$ cat config.mk
export PLATFORM = sky130hd
export DESIGN_NAME = fbde_ctrl
export DESIGN_NICKNAME = d
export VERILOG_FILES = /design/src/sv/fbde_pkg.sv /design/src/sv/fbde_ctrl.sv
export SDC_FILE = /design/constraint.sdc
export NUM_CORES = 1
export LEC_CHECK = 0
export ABC_AREA = 1
export BUFFER_PORTS_ARGS = -buffer_cell sky130_fd_sc_hd__buf_2
export CAP_MARGIN = 20
export CORE_ASPECT_RATIO = 1.4
export CORE_UTILIZATION = 53
export CTS_CLUSTER_DIAMETER = 60
export DETAILED_ROUTE_END_ITERATION = 8
export GPL_ROUTABILITY_DRIVEN = 0
export GPL_TIMING_DRIVEN = 0
export PLACE_DENSITY = 0.78
export SETUP_SLACK_MARGIN = 0.15
export SLEW_MARGIN = 10
export SYNTH_ARGS = -nofsm -noshare
export SYNTH_HDL_FRONTEND = slang
export SYNTH_SLANG_ARGS = --single-unit
$ cat constraint.sdc
create_clock -name clk -period 2.75 [get_ports clk]
set_clock_uncertainty 0.1 [all_clocks]
set_input_delay 0.1375 -clock clk [delete_from_list [all_inputs] [get_ports clk]]
set_output_delay 0.1375 -clock clk [all_outputs]
set_load 0.02 [all_outputs]
$ cat src/sv/fbde_pkg.sv
// ----------------------------------------------------------------------------
// fbde_pkg: shared types and constants
// Command codes, status codes, sequencer states and default image size
// for the frame buffer draw engine.
// ----------------------------------------------------------------------------
package fbde_pkg;

    localparam int DEF_IMAGE_WIDTH  = 512;
    localparam int DEF_IMAGE_HEIGHT = 512;

    localparam int COORD_W = 10;
    localparam int LIMIT_W = 13;

    localparam logic [7:0] PIX_MAX   = 8'd255;
    localparam logic [7:0] PIX_ZERO  = 8'd0;
    localparam logic [8:0] VALUE_MAX = 9'd255;

    typedef enum logic [2:0] {
        OP_RECT   = 3'd0,
        OP_SPAN   = 3'd1,
        OP_CROSS  = 3'd2,
        OP_THRESH = 3'd3,
        OP_WRITE  = 3'd4,
        OP_READ   = 3'd5
    } op_t;

    typedef enum logic [1:0] {
        ST_OK        = 2'd0,
        ST_BAD_VALUE = 2'd1,
        ST_BAD_COORD = 2'd2
    } status_t;

    typedef enum logic [2:0] {
        S_IDLE,
        S_FILL,
        S_CROSS,
        S_THRESH,
        S_READ
    } state_t;

endpackage

$ cat src/sv/fbde_ctrl.sv
// ----------------------------------------------------------------------------
// fbde_ctrl: command sequencer
// Checks each command except threshold, then walks its pixels one per cycle
// through a shared row-times-width address unit; threshold streams read-compare-write.
// ----------------------------------------------------------------------------
module fbde_ctrl #(
    parameter int IMAGE_WIDTH  = fbde_pkg::DEF_IMAGE_WIDTH,
    parameter int IMAGE_HEIGHT = fbde_pkg::DEF_IMAGE_HEIGHT,
    parameter int DEPTH        = IMAGE_WIDTH * IMAGE_HEIGHT,
    parameter int AW           = $clog2(DEPTH)
) (
    input  logic          clk,
    input  logic          rst_n,
    input  logic          start,
    output logic          busy,
    input  logic [2:0]    operation,
    input  logic [8:0]    row_a,
    input  logic [8:0]    col_a,
    input  logic [8:0]    row_b,
    input  logic [8:0]    col_b,
    input  logic [8:0]    pixel_value,
    output logic          done,
    output logic [7:0]    read_pixel,
    output logic [1:0]    status,
    output logic          mem_we,
    output logic [AW-1:0] mem_waddr,
    output logic [7:0]    mem_wdata,
    output logic          mem_re,
    output logic [AW-1:0] mem_raddr,
    input  logic [7:0]    mem_rdata
);

    import fbde_pkg::*;

    localparam int PW = AW + COORD_W;
    localparam logic [LIMIT_W-1:0] H_LIM = LIMIT_W'(IMAGE_HEIGHT);
    localparam logic [LIMIT_W-1:0] W_LIM = LIMIT_W'(IMAGE_WIDTH);
    localparam logic [AW:0] N_END = (AW + 1)'(DEPTH);

    state_t state_reg, state_next;
    logic [COORD_W-1:0] row_reg, row_next;
    logic [COORD_W-1:0] col_reg, col_next;
    logic [COORD_W-1:0] rhi_reg, rhi_next;
    logic [COORD_W-1:0] clo_reg, clo_next;
    logic [COORD_W-1:0] chi_reg, chi_next;
    logic [8:0] val_reg, val_next;
    logic [2:0] pt_reg, pt_next;
    logic [AW:0] px_reg, px_next;
    logic done_reg, done_next;
    logic [7:0] rpix_reg, rpix_next;
    logic [1:0] status_reg, status_next;

    logic [COORD_W-1:0] sel_row, sel_col;
    logic [AW-1:0] pix_addr;
    logic [COORD_W-1:0] in_ra, in_ca, in_rb, in_cb;
    logic accept;
    logic val_bad;
    logic rect_bad, span_bad, cross_bad, pt_bad;

    function automatic logic row_ok(input logic [COORD_W-1:0] r);
        return {3'b000, r} < H_LIM;
    endfunction

    function automatic logic col_ok(input logic [COORD_W-1:0] c);
        return {3'b000, c} < W_LIM;
    endfunction

    assign in_ra = {1'b0, row_a};
    assign in_ca = {1'b0, col_a};
    assign in_rb = {1'b0, row_b};
    assign in_cb = {1'b0, col_b};

    assign busy   = (state_reg != S_IDLE);
    assign accept = start && !busy;

    assign val_bad   = pixel_value > VALUE_MAX;
    assign pt_bad    = !row_ok(in_ra) || !col_ok(in_ca);
    assign rect_bad  = pt_bad || !row_ok(in_rb) || !col_ok(in_cb);
    assign span_bad  = pt_bad || !col_ok(in_cb);
    assign cross_bad = (row_a == 9'd0) || (col_a == 9'd0)
                       || !row_ok(in_ra + COORD_W'(1)) || !col_ok(in_ca + COORD_W'(1));

    // shared address unit
    assign pix_addr = AW'(PW'(sel_row) * PW'(IMAGE_WIDTH) + PW'(sel_col));

    always_ff @(posedge clk or negedge rst_n)
    begin
        if (!rst_n)
        begin
            state_reg  <= S_IDLE;
            done_reg   <= 1'b0;
            status_reg <= ST_OK;
            rpix_reg   <= PIX_ZERO;
        end
        else
        begin
            state_reg  <= state_next;
            done_reg   <= done_next;
            status_reg <= status_next;
            rpix_reg   <= rpix_next;
        end
    end

    always_ff @(posedge clk)
    begin
        row_reg <= row_next;
        col_reg <= col_next;
        rhi_reg <= rhi_next;
        clo_reg <= clo_next;
        chi_reg <= chi_next;
        val_reg <= val_next;
        pt_reg  <= pt_next;
        px_reg  <= px_next;
    end

    always_comb
    begin
        state_next  = state_reg;
        row_next    = row_reg;
        col_next    = col_reg;
        rhi_next    = rhi_reg;
        clo_next    = clo_reg;
        chi_next    = chi_reg;
        val_next    = val_reg;
        pt_next     = pt_reg;
        px_next     = px_reg;
        done_next   = 1'b0;
        status_next = status_reg;
        rpix_next   = rpix_reg;
        sel_row     = in_ra;
        sel_col     = in_ca;
        mem_we      = 1'b0;
        mem_re      = 1'b0;
        mem_waddr   = pix_addr;
        mem_raddr   = pix_addr;
        mem_wdata   = val_reg[7:0];

        case (state_reg)
            S_IDLE:
            begin
                if (accept)
                begin
                    rpix_next = PIX_ZERO;
                    case (op_t'(operation))
                        OP_RECT, OP_SPAN:
                        begin
                            if (val_bad)
                            begin
                                done_next   = 1'b1;
                                status_next = ST_BAD_VALUE;
                            end
                            else if ((op_t'(operation) == OP_RECT) ? rect_bad : span_bad)
                            begin
                                done_next   = 1'b1;
                                status_next = ST_BAD_COORD;
                            end
                            else
                            begin
                                if (op_t'(operation) == OP_RECT && in_rb < in_ra)
                                begin
                                    row_next = in_rb;
                                    rhi_next = in_ra;
                                end
                                else if (op_t'(operation) == OP_RECT)
                                begin
                                    row_next = in_ra;
                                    rhi_next = in_rb;
                                end
                                else
                                begin
                                    row_next = in_ra;
                                    rhi_next = in_ra;
                                end
                                clo_next   = (in_cb < in_ca) ? in_cb : in_ca;
                                chi_next   = (in_cb < in_ca) ? in_ca : in_cb;
                                col_next   = (in_cb < in_ca) ? in_cb : in_ca;
                                val_next   = pixel_value;
                                state_next = S_FILL;
                            end
                        end
                        OP_CROSS:
                        begin
                            if (val_bad)
                            begin
                                done_next   = 1'b1;
                                status_next = ST_BAD_VALUE;
                            end
                            else if (cross_bad)
                            begin
                                done_next   = 1'b1;
                                status_next = ST_BAD_COORD;
                            end
                            else
                            begin
                                row_next   = in_ra;
                                col_next   = in_ca;
                                val_next   = pixel_value;
                                pt_next    = 3'd0;
                                state_next = S_CROSS;
                            end
                        end
                        OP_THRESH:
                        begin
                            val_next   = pixel_value;
                            px_next    = '0;
                            state_next = S_THRESH;
                        end
                        OP_WRITE:
                        begin
                            done_next = 1'b1;
                            if (val_bad)
                            begin
                                status_next = ST_BAD_VALUE;
                            end
                            else if (pt_bad)
                            begin
                                status_next = ST_BAD_COORD;
                            end
                            else
                            begin
                                status_next = ST_OK;
                                mem_we      = 1'b1;
                                mem_wdata   = pixel_value[7:0];
                            end
                        end
                        OP_READ:
                        begin
                            if (pt_bad)
                            begin
                                done_next   = 1'b1;
                                status_next = ST_BAD_COORD;
                            end
                            else
                            begin
                                mem_re     = 1'b1;
                                state_next = S_READ;
                            end
                        end
                        default:
                        begin
                            done_next   = 1'b1;
                            status_next = ST_OK;
                        end
                    endcase
                end
            end
            S_FILL:
            begin
                sel_row = row_reg;
                sel_col = col_reg;
                mem_we  = 1'b1;
                if (col_reg == chi_reg)
                begin
                    col_next = clo_reg;
                    if (row_reg == rhi_reg)
                    begin
                        done_next   = 1'b1;
                        status_next = ST_OK;
                        state_next  = S_IDLE;
                    end
                    else
                    begin
                        row_next = row_reg + COORD_W'(1);
                    end
                end
                else
                begin
                    col_next = col_reg + COORD_W'(1);
                end
            end
            S_CROSS:
            begin
                case (pt_reg)
                    3'd0:
                    begin
                        sel_row = row_reg;
                        sel_col = col_reg;
                    end
                    3'd1:
                    begin
                        sel_row = row_reg - COORD_W'(1);
                        sel_col = col_reg - COORD_W'(1);
                    end
                    3'd2:
                    begin
                        sel_row = row_reg - COORD_W'(1);
                        sel_col = col_reg + COORD_W'(1);
                    end
                    3'd3:
                    begin
                        sel_row = row_reg + COORD_W'(1);
                        sel_col = col_reg - COORD_W'(1);
                    end
                    default:
                    begin
                        sel_row = row_reg + COORD_W'(1);
                        sel_col = col_reg + COORD_W'(1);
                    end
                endcase
                mem_we  = 1'b1;
                pt_next = pt_reg + 3'd1;
                if (pt_reg == 3'd4)
                begin
                    done_next   = 1'b1;
                    status_next = ST_OK;
                    state_next  = S_IDLE;
                end
            end
            S_THRESH:
            begin
                // read pixel n while writing back pixel n-1
                mem_raddr = px_reg[AW-1:0];
                mem_re    = (px_reg < N_END);
                mem_waddr = AW'(px_reg - (AW + 1)'(1));
                mem_we    = (px_reg != '0);
                mem_wdata = ({1'b0, mem_rdata} > val_reg) ? PIX_MAX : PIX_ZERO;
                px_next   = px_reg + (AW + 1)'(1);
                if (px_reg == N_END)
                begin
                    done_next   = 1'b1;
                    status_next = ST_OK;
                    state_next  = S_IDLE;
                end
            end
            S_READ:
            begin
                done_next   = 1'b1;
                status_next = ST_OK;
                rpix_next   = mem_rdata;
                state_next  = S_IDLE;
            end
            default:
            begin
                state_next = S_IDLE;
            end
        endcase
    end

    assign done       = done_reg;
    assign read_pixel = rpix_reg;
    assign status     = status_reg;

`ifndef SYNTHESIS
    a_fall_done: assert property (@(posedge clk) disable iff (!rst_n)
        $fell(busy) |-> done)
        else $error("busy dropped without a result beat");

    a_read_busy: assert property (@(posedge clk) disable iff (!rst_n)
        accept && operation == OP_READ && !pt_bad |=> busy && !done)
        else $error("read did not hold busy for the data cycle");

    a_err_zero: assert property (@(posedge clk) disable iff (!rst_n)
        done && status != ST_OK |-> read_pixel == PIX_ZERO)
        else $error("failed command returned pixel data");

    a_no_write_idle: assert property (@(posedge clk) disable iff (!rst_n)
        mem_we && !busy |-> accept && operation == OP_WRITE)
        else $error("store written while idle without a pixel write");

    a_status_code: assert property (@(posedge clk) disable iff (!rst_n)
        done |-> status != 2'd3)
        else $error("undefined status code");
`endif

endmodule
==> results.cfg, run 1 <==
[critical_path]
r2r_start = state_reg[2]$_DFFE_PN0P_
cp-start-kind = register
ff2ff_path_depth = 8
crit_type = reg -> out
r2r_setup_slack_ns = 0.24
worstSetupEndpointType = output pin
required_ns = 2.51
regToRegEndpoint = row_reg[3]$_DFFE_PP_
crit_fanout = 7
worstPathArrival_ns = 3.33

[final_layout]
nets = 1387
final_util = 0.732
area_growth_pct = 33.9
diodes = 0
multi_input_area_um2 = 5150
nFillCells = 1023
drive_gt1_frac = 0.314
largest_reg_flops = 19
regArea_um2 = 2690

[synth]
synth_top_area_frac = 0.294
synth_edf_count = 78
synth_common_cells = 200 x nand2_1, 119 x inv_1, 112 x nor2_1
yosysMostFrequentCell = nand2_1
synthArstFlopShare = 0.152
yosys.area.top_type = edfxtp_1
synth_cell_types = 56
synth_compound_area_frac = 0.176
syn_area_per_cell_um2 = 7.35
ys_seq_area_frac = 0.338
synth_ff_type = edfxtp_1
ys_warn_count = 0
ys_ff_latch = 92
synthMuxAreaShare = 0
ys_top_cells_by_area = edfxtp_1 29%, nand2_1 9.4%, o21ai_0 6.3%
synth_top_family_by_area = simple AND/OR/NAND/NOR gates
synthCells = 1084
synthAdderAreaFrac = 0.0597
syn_nets = 1181
synth-simple-area-share = 0.308
netlist_area_um2 = 7960
synth_xor_area_frac = 0.0253

[place]
dp_slack_ns = -0.449
port_buffers = 115
dpl.hpwl_um = 18500

[power]
power_mw = 10.2
p_per_area_nw_per_um2 = 959
intPower_mw = 4.97
clockPowerShare = 0.135
p_leak_nw = 4.70
p_sw_mw = 5.25
sequentialPowerShare = 0.203
pwr-share-comb = 0.663
p_sw_frac = 0.514
ir_drop_mv = 0.846

[clocking]
cts_made_buffers = 9
clk_pin_slew_ns = 0.07
cts.sinks = 92
cts-root-buf = clkbuf_16
cts_tree = built
htreeDepth = 3
clock_latency_ns = 0.37
clock_path_buffers = 2

[floorplanning]
design.core.area_um2 = 14600
start_util = 0.546
die_w_um = 106
die_area_um2 = 15500
die_y_um = 147
pin_count = 117
rows = 52

[grt]
grt_first_pass_wirelength_um = 44500
antenna_found_initial = 0
overflow = 0
grt_pass1_vias = 8927
grt_max_degree = 17
grt_use_total = 0.370

[timing]
finalCritPeriodShare = 1.30
tightest_slew_ns = 0.699
setup_violations = 36
drv_slew = 0
setup_slack_ns = -0.813
relSlewSlack = 0.532
final_hold_viol_count = 6
whs_ns = -0.0125
rsz0062_at_grt = true
max_clock_freq_ghz = 0.281
period_minus_slack_ns = 3.56

[routing]
ant_nets = 0
avgViaCountPerCell = 6.46
wirelength_um = 32400
dr.pass1.iters = 9
drtIter0Drc = 1399
vias = 9589
wl_per_cell_um = 21.8
drc = 79

[hold_path]
holdPathEnd = chi_reg[2]$_DFFE_PP_
holdPathStages = 3
hp-start = col_b[2]
min_path_type = in -> reg

[run_status]
status = finished, violations left
violations = DRC, hold timing, setup timing

[job]
cap_violations = 0
-- how the worst max path moves through the flow --
stage,start,to,depth (start not counted)
4_1_cts,pt_reg[0]$_SDFFCE_PN0P_,mem_waddr[13],19
3_5_place_dp,state_reg[2]$_DFFE_PN0P_,row_reg[6]$_DFFE_PP_,7
6_report,col_reg[7]$_DFFE_PP_,mem_raddr[15],17
2_1_floorplan,pt_reg[0]$_SDFFCE_PN0P_,mem_raddr[13],18
5_1_grt,col_reg[7]$_DFFE_PP_,mem_waddr[14],17
3_3_place_gp,state_reg[1]$_DFFE_PN0P_,px_reg[3]$_SDFFCE_PN0P_,6
-- power groups by stage --
stage / clock (mW) / sequential, mW / combinational, mW
floorplan: 0 / 2.06 / 3.25
global placement: 0 / 2.07 / 4.65
detailed placement: 0 / 2.08 / 4.72
CTS: 1.34 / 2.04 / 5.81
global route: 1.40 / 2.09 / 7.11
finish: 1.38 / 2.07 / 6.78
-- repair_timing --
action,in CTS,in global routing
setup endpoints to repair,101,80
hold buffers,20,0
endpoints found under the hold margin,33,0
pin swaps,44,41
gates cloned,1,1
gates resized for setup,183,74
buffers inserted,39,18
-- per-stage QoR --
| step | hold WS (ns) | TNS, ns | area (µm²) | cells |
|---|---|---|---|---|
| 6_report | -0.0125 | -17.12 | 10700 | 1484 |
| 5_1_grt | 0.00733 | -20.07 | 10700 | 1484 |
| 4_1_cts | 0.0000429 | -5.09 | 10200 | 1465 |
| 3_5_place_dp | -0.0514 | -8.75 | 8800 | 1389 |
| 3_3_place_gp | -0.0564 | -29.96 | 8780 | 1388 |
| 2_1_floorplan | -0.258 | 0 | 7970 | 1084 |
-- kinds of logic after synthesis --
| kind of cell | Yosys count |
|---|---|
| simple gates | 506 |
| compound gates | 246 |
| buf+inv | 179 |
| flops | 92 |
| fa+ha+maj | 38 |
| xor+xnor | 23 |
-- per-layer routing --
metal | part of all wire | GRT usage | vias up
met1 | 0.32 | 0.410 | 4251
met3 | 0.12 | 0.0781 | 341
li1 | - | - | 4151
met2 | 0.46 | 0.627 | 846
met4 | 0.10 | 0.269 | 0
met5 | 0 | 0 | -
-- area by class of cell --
type,instances,share of cell area
Buffer,40,0.0232
Inverter,139,0.0508
Multi-Input combinational cell,815,0.483
Tap cell,189,0.0222
Timing Repair Buffer,193,0.139
Clock buffer,11,0.0258
Clock inverter,5,0.00340
Sequential cell,92,0.252
-- critical path, stage by stage, from the launching register on --
cell	delay [ns]
edfxtp_1	0.37
clkbuf_1	0.24
nor2_2	0.24
nand2_2	0.20
o21ai_4	0.30
o41ai_2	0.16
nand2_1	0.08
nand3_1	0.09
o21ai_2	0.10
ha_4	0.18
ha_4	0.17
nand3_4	0.08
nor2_4	0.16
nand2_1	0.10
nand2_1	0.09
nand3_2	0.13
o21ai_2	0.11
buf_6	0.14
-- cell usage in the layout (no fill, tap or decap), types with 5 or more instances in the layout --
master / instances
inv_1: 106
nand2_4: 10
buf_4: 49
edfxtp_1: 78
o21ai_1: 19
a21oi_1: 68
nand4_1: 27
nor2_1: 99
inv_2: 24
nand3_4: 9
clkbuf_16: 11
nand2_1: 178
dfrtp_1: 14
o211ai_1: 9
clkbuf_1: 13
nor4_1: 6
nand3_2: 16
buf_6: 47
buf_2: 95
nor2_2: 12
nor2_4: 20
dlygate4sd3_1: 20
o22ai_1: 9
o21ai_0: 76
xor2_1: 19
ha_4: 5
nor3_1: 21
o21ai_2: 19
a32o_1: 7
ha_1: 31
nand3_1: 63
inv_4: 5
nand2_2: 33
Note: power is estimated with default switching activity, not from simulation.
==> run 2, diff against run 1 <==
==> constraint.sdc (replaced) <==
create_clock -name clk -period 2.75 [get_ports clk]
set_clock_uncertainty 0.1 [all_clocks]
set_input_delay 0.4125 -clock clk [delete_from_list [all_inputs] [get_ports clk]]
set_output_delay 0.4125 -clock clk [all_outputs]
set_load 0.02 [all_outputs]
==> run 2 against run 1 <==
  * The run ends with setup timing left
  * Highest routed layer unchanged
  * Power is 4.5% lower
  * Setup slack better by 0.014 ns
  * Combinational power is 4.4% lower
  * First-iteration DRC count is 28% lower
  * Via count is 6.2% lower
  * Count of clock-buffer cells in the layout is 2 lower
  * Hold slack better by 0.16 ns
  * Register-to-register slack worse by 0.21 ns
  * Sequential share of layout area is 0.52 points higher
  * Wire length is 14% lower
  * Utilization is 1.5 points lower
==> results.cfg, run 2 (same netlist as run 1, synthesis figures left out) <==
[final_layout]
mostFrequentLayoutCell = nand2_1
nFillCells = 1092
stdcell_count = 1454
area_growth_pct = 31.2
nets = 1357
most-common-layout-cells = 180 x nand2_1, 104 x inv_1, 102 x nor2_1, 92 x buf_2, 78 x edfxtp_1
fin_area_um2 = 10500
largest_reg_flops = 19
drive_gt1_frac = 0.324
diodes = 0

[critical_path]
endpoint = mem_raddr[14]
startpoint = col_reg[3]$_DFFE_PP_
crit_type = reg -> out
cp_cell_sequence = buf_6 > inv_1 > nor2_4 > nand4_1 > nor3_2 > xor2_1 > nand2_1 > nand3_2 > o21ai_2 > ha_4 > buf_4 > nand3_4 > nor2_4 > nand2_2 > o21ai_1 > nand3_2 > nand2_2 > buf_4
worst-path-stages = 18
required_ns = 2.24
critical_path.max_stage_delay_ns = 0.35
regToRegEndpoint = col_reg[8]$_DFFE_PP_
r2r_setup_slack_ns = 0.03
crit_fanout = 7
critical-path-top-delay-family = simple AND/OR/NAND/NOR gates
cp-start-kind = register
r2r_start = col_reg[0]$_DFFE_PP_
worstPathArrival_ns = 3.04
worstSetupEndpointType = output pin
crit_buf_inv = 4
ff2ff_path_depth = 17
cp_slowest_cell = edfxtp_1

[hold_path]
min_path_type = in -> reg
holdPathStages = 1

[floorplanning]
die_w_um = 106
pin_count = 117
rows = 52
start_util = 0.546
die_area_um2 = 15500
design.core.area_um2 = 14600
die_y_um = 147

[timing]
finalCritPeriodShare = 1.29
period_minus_slack_ns = 3.55
drv_slew = 0
final_hold_viol_count = 0
tightest_slew_ns = 0.877
max_clock_freq_ghz = 0.282
relSlewSlack = 0.413
setup_violations = 43
setup_slack_ns = -0.799
rsz0062_at_grt = true
fin_setup_tns_ns = -15.39

[power]
p_per_area_nw_per_um2 = 935
ir_drop_mv = 0.749
p_leak_nw = 4.62

[routing]
ant_nets = 0
wl_per_cell_um = 19.1
drtIter0Drc = 1002
wirelength_um = 27700
avgViaCountPerCell = 6.19
vias = 8998
dr.pass1.iters = 8
drc = 0

[clocking]
cts-root-buf = clkbuf_16
cts_tree = built
clock_latency_ns = 0.36
htreeDepth = 3
cts_made_buffers = 9
clock_path_buffers = 2
clk_pin_slew_ns = 0.08
cts.sinks = 92

[place]
dpl.cell_count = 1389
placed_area_um2 = 8880
dpl.hpwl_um = 18600
port_buffers = 115

[grt]
grt_max_degree = 28
overflow = 0
antenna_found_initial = 0
grt_first_pass_wirelength_um = 40100
grt_use_total = 0.329
grt_pass1_vias = 8322

[run_status]
status = finished, violations left
violations = setup timing

[job]
cap_violations = 0
[run 2: cell count changes in the layout (fill, tap and decap cells not counted), moves of 3 or more]
cell / delta
dlygate4sd3_1: -19
nand3_2: +10
nand3_1: -13
nand3_4: +3
buf_12: -3
nor2_1: +3
nand2_2: -3
inv_2: +4
ha_4: +3
buf_2: -3
o21ai_2: -4
buf_4: -3
o21ai_1: +3
[run 2: worst min path at each step]
stage / start / endpoint / slack (ns)
after floorplan: rst_n / done$_DFF_PN0_ / 0.02
after global placement: rst_n / status[1]$_DFFE_PN0P_ / 0.22
after detailed placement: rst_n / done$_DFF_PN0_ / 0.22
after CTS: pixel_value[7] / val_reg[7]$_DFFE_PP_ / 0.14
after global routing: pixel_value[7] / val_reg[7]$_DFFE_PP_ / 0.14
final: pixel_value[7] / val_reg[7]$_DFFE_PP_ / 0.15
[run 2: timing repair]
| item | in CTS | in global routing |
|---|---|---|
| endpoints found under the hold margin | 14 | 0 |
| setup endpoints to repair | 102 | 95 |
| pin swaps | 35 | 42 |
| setup buffers | 31 | 15 |
| hold buffers | 1 | 0 |
| resized for setup | 163 | 95 |
| gates cloned | 1 | 1 |
[run 2: routing by layer]
| metal | GRT usage | vias to the layer above | wire length [µm] |
|---|---|---|---|
| li1 | - | 4096 | - |
| met1 | 0.369 | 4061 | 9470 |
| met2 | 0.577 | 648 | 13600 |
| met3 | 0.0546 | 193 | 2570 |
| met4 | 0.211 | 0 | 2060 |
| met5 | 0 | - | 0 |
[run 2: per-stage QoR]
stage	setup WS, ns	total power, mW	utilization	hold slack [ns]
2_1_floorplan	-0.0646	5.42	-	0.0169
3_3_place_gp	-0.706	6.84	0.608	0.220
3_5_place_dp	-0.685	6.91	0.610	0.224
4_1_cts	-0.643	8.98	0.682	0.138
5_1_grt	-0.971	10.2	0.717	0.136
6_report	-0.799	9.77	0.717	0.145
[run 2: layout make-up]
type / instances / area, µm² / area share
clock buffer: 9 / 225 / 0.0215
tap: 189 / 236 / 0.0226
inverter: 139 / 534 / 0.0511
timing repair buffer: 163 / 1180 / 0.113
buffer: 40 / 265 / 0.0254
sequential: 92 / 2690 / 0.258
multi-input combinational: 815 / 5270 / 0.504
clock inverter: 7 / 55.1 / 0.00527
[run 2: report_power, final]
part	switching [mW]	internal, mW	total, mW
registers	0.212	1.85	2.06
clock network	0.600	0.627	1.23
logic	4.10	2.38	6.48
[run 2: worst reg2reg max path, stage by stage (launching register included)]
cell and delay [ns]:
edfxtp_1 0.43, buf_4 0.17, buf_4 0.13, buf_4 0.14, ha_2 0.21, nand3_2 0.12, nor2_2 0.05, nand2_2 0.09
nor3_2 0.05, xor2_1 0.17, buf_4 0.14, buf_4 0.12, buf_4 0.12, buf_4 0.12, buf_4 0.12, a21oi_1 0.13
o21ai_0 0.08, o21ai_0 0.07
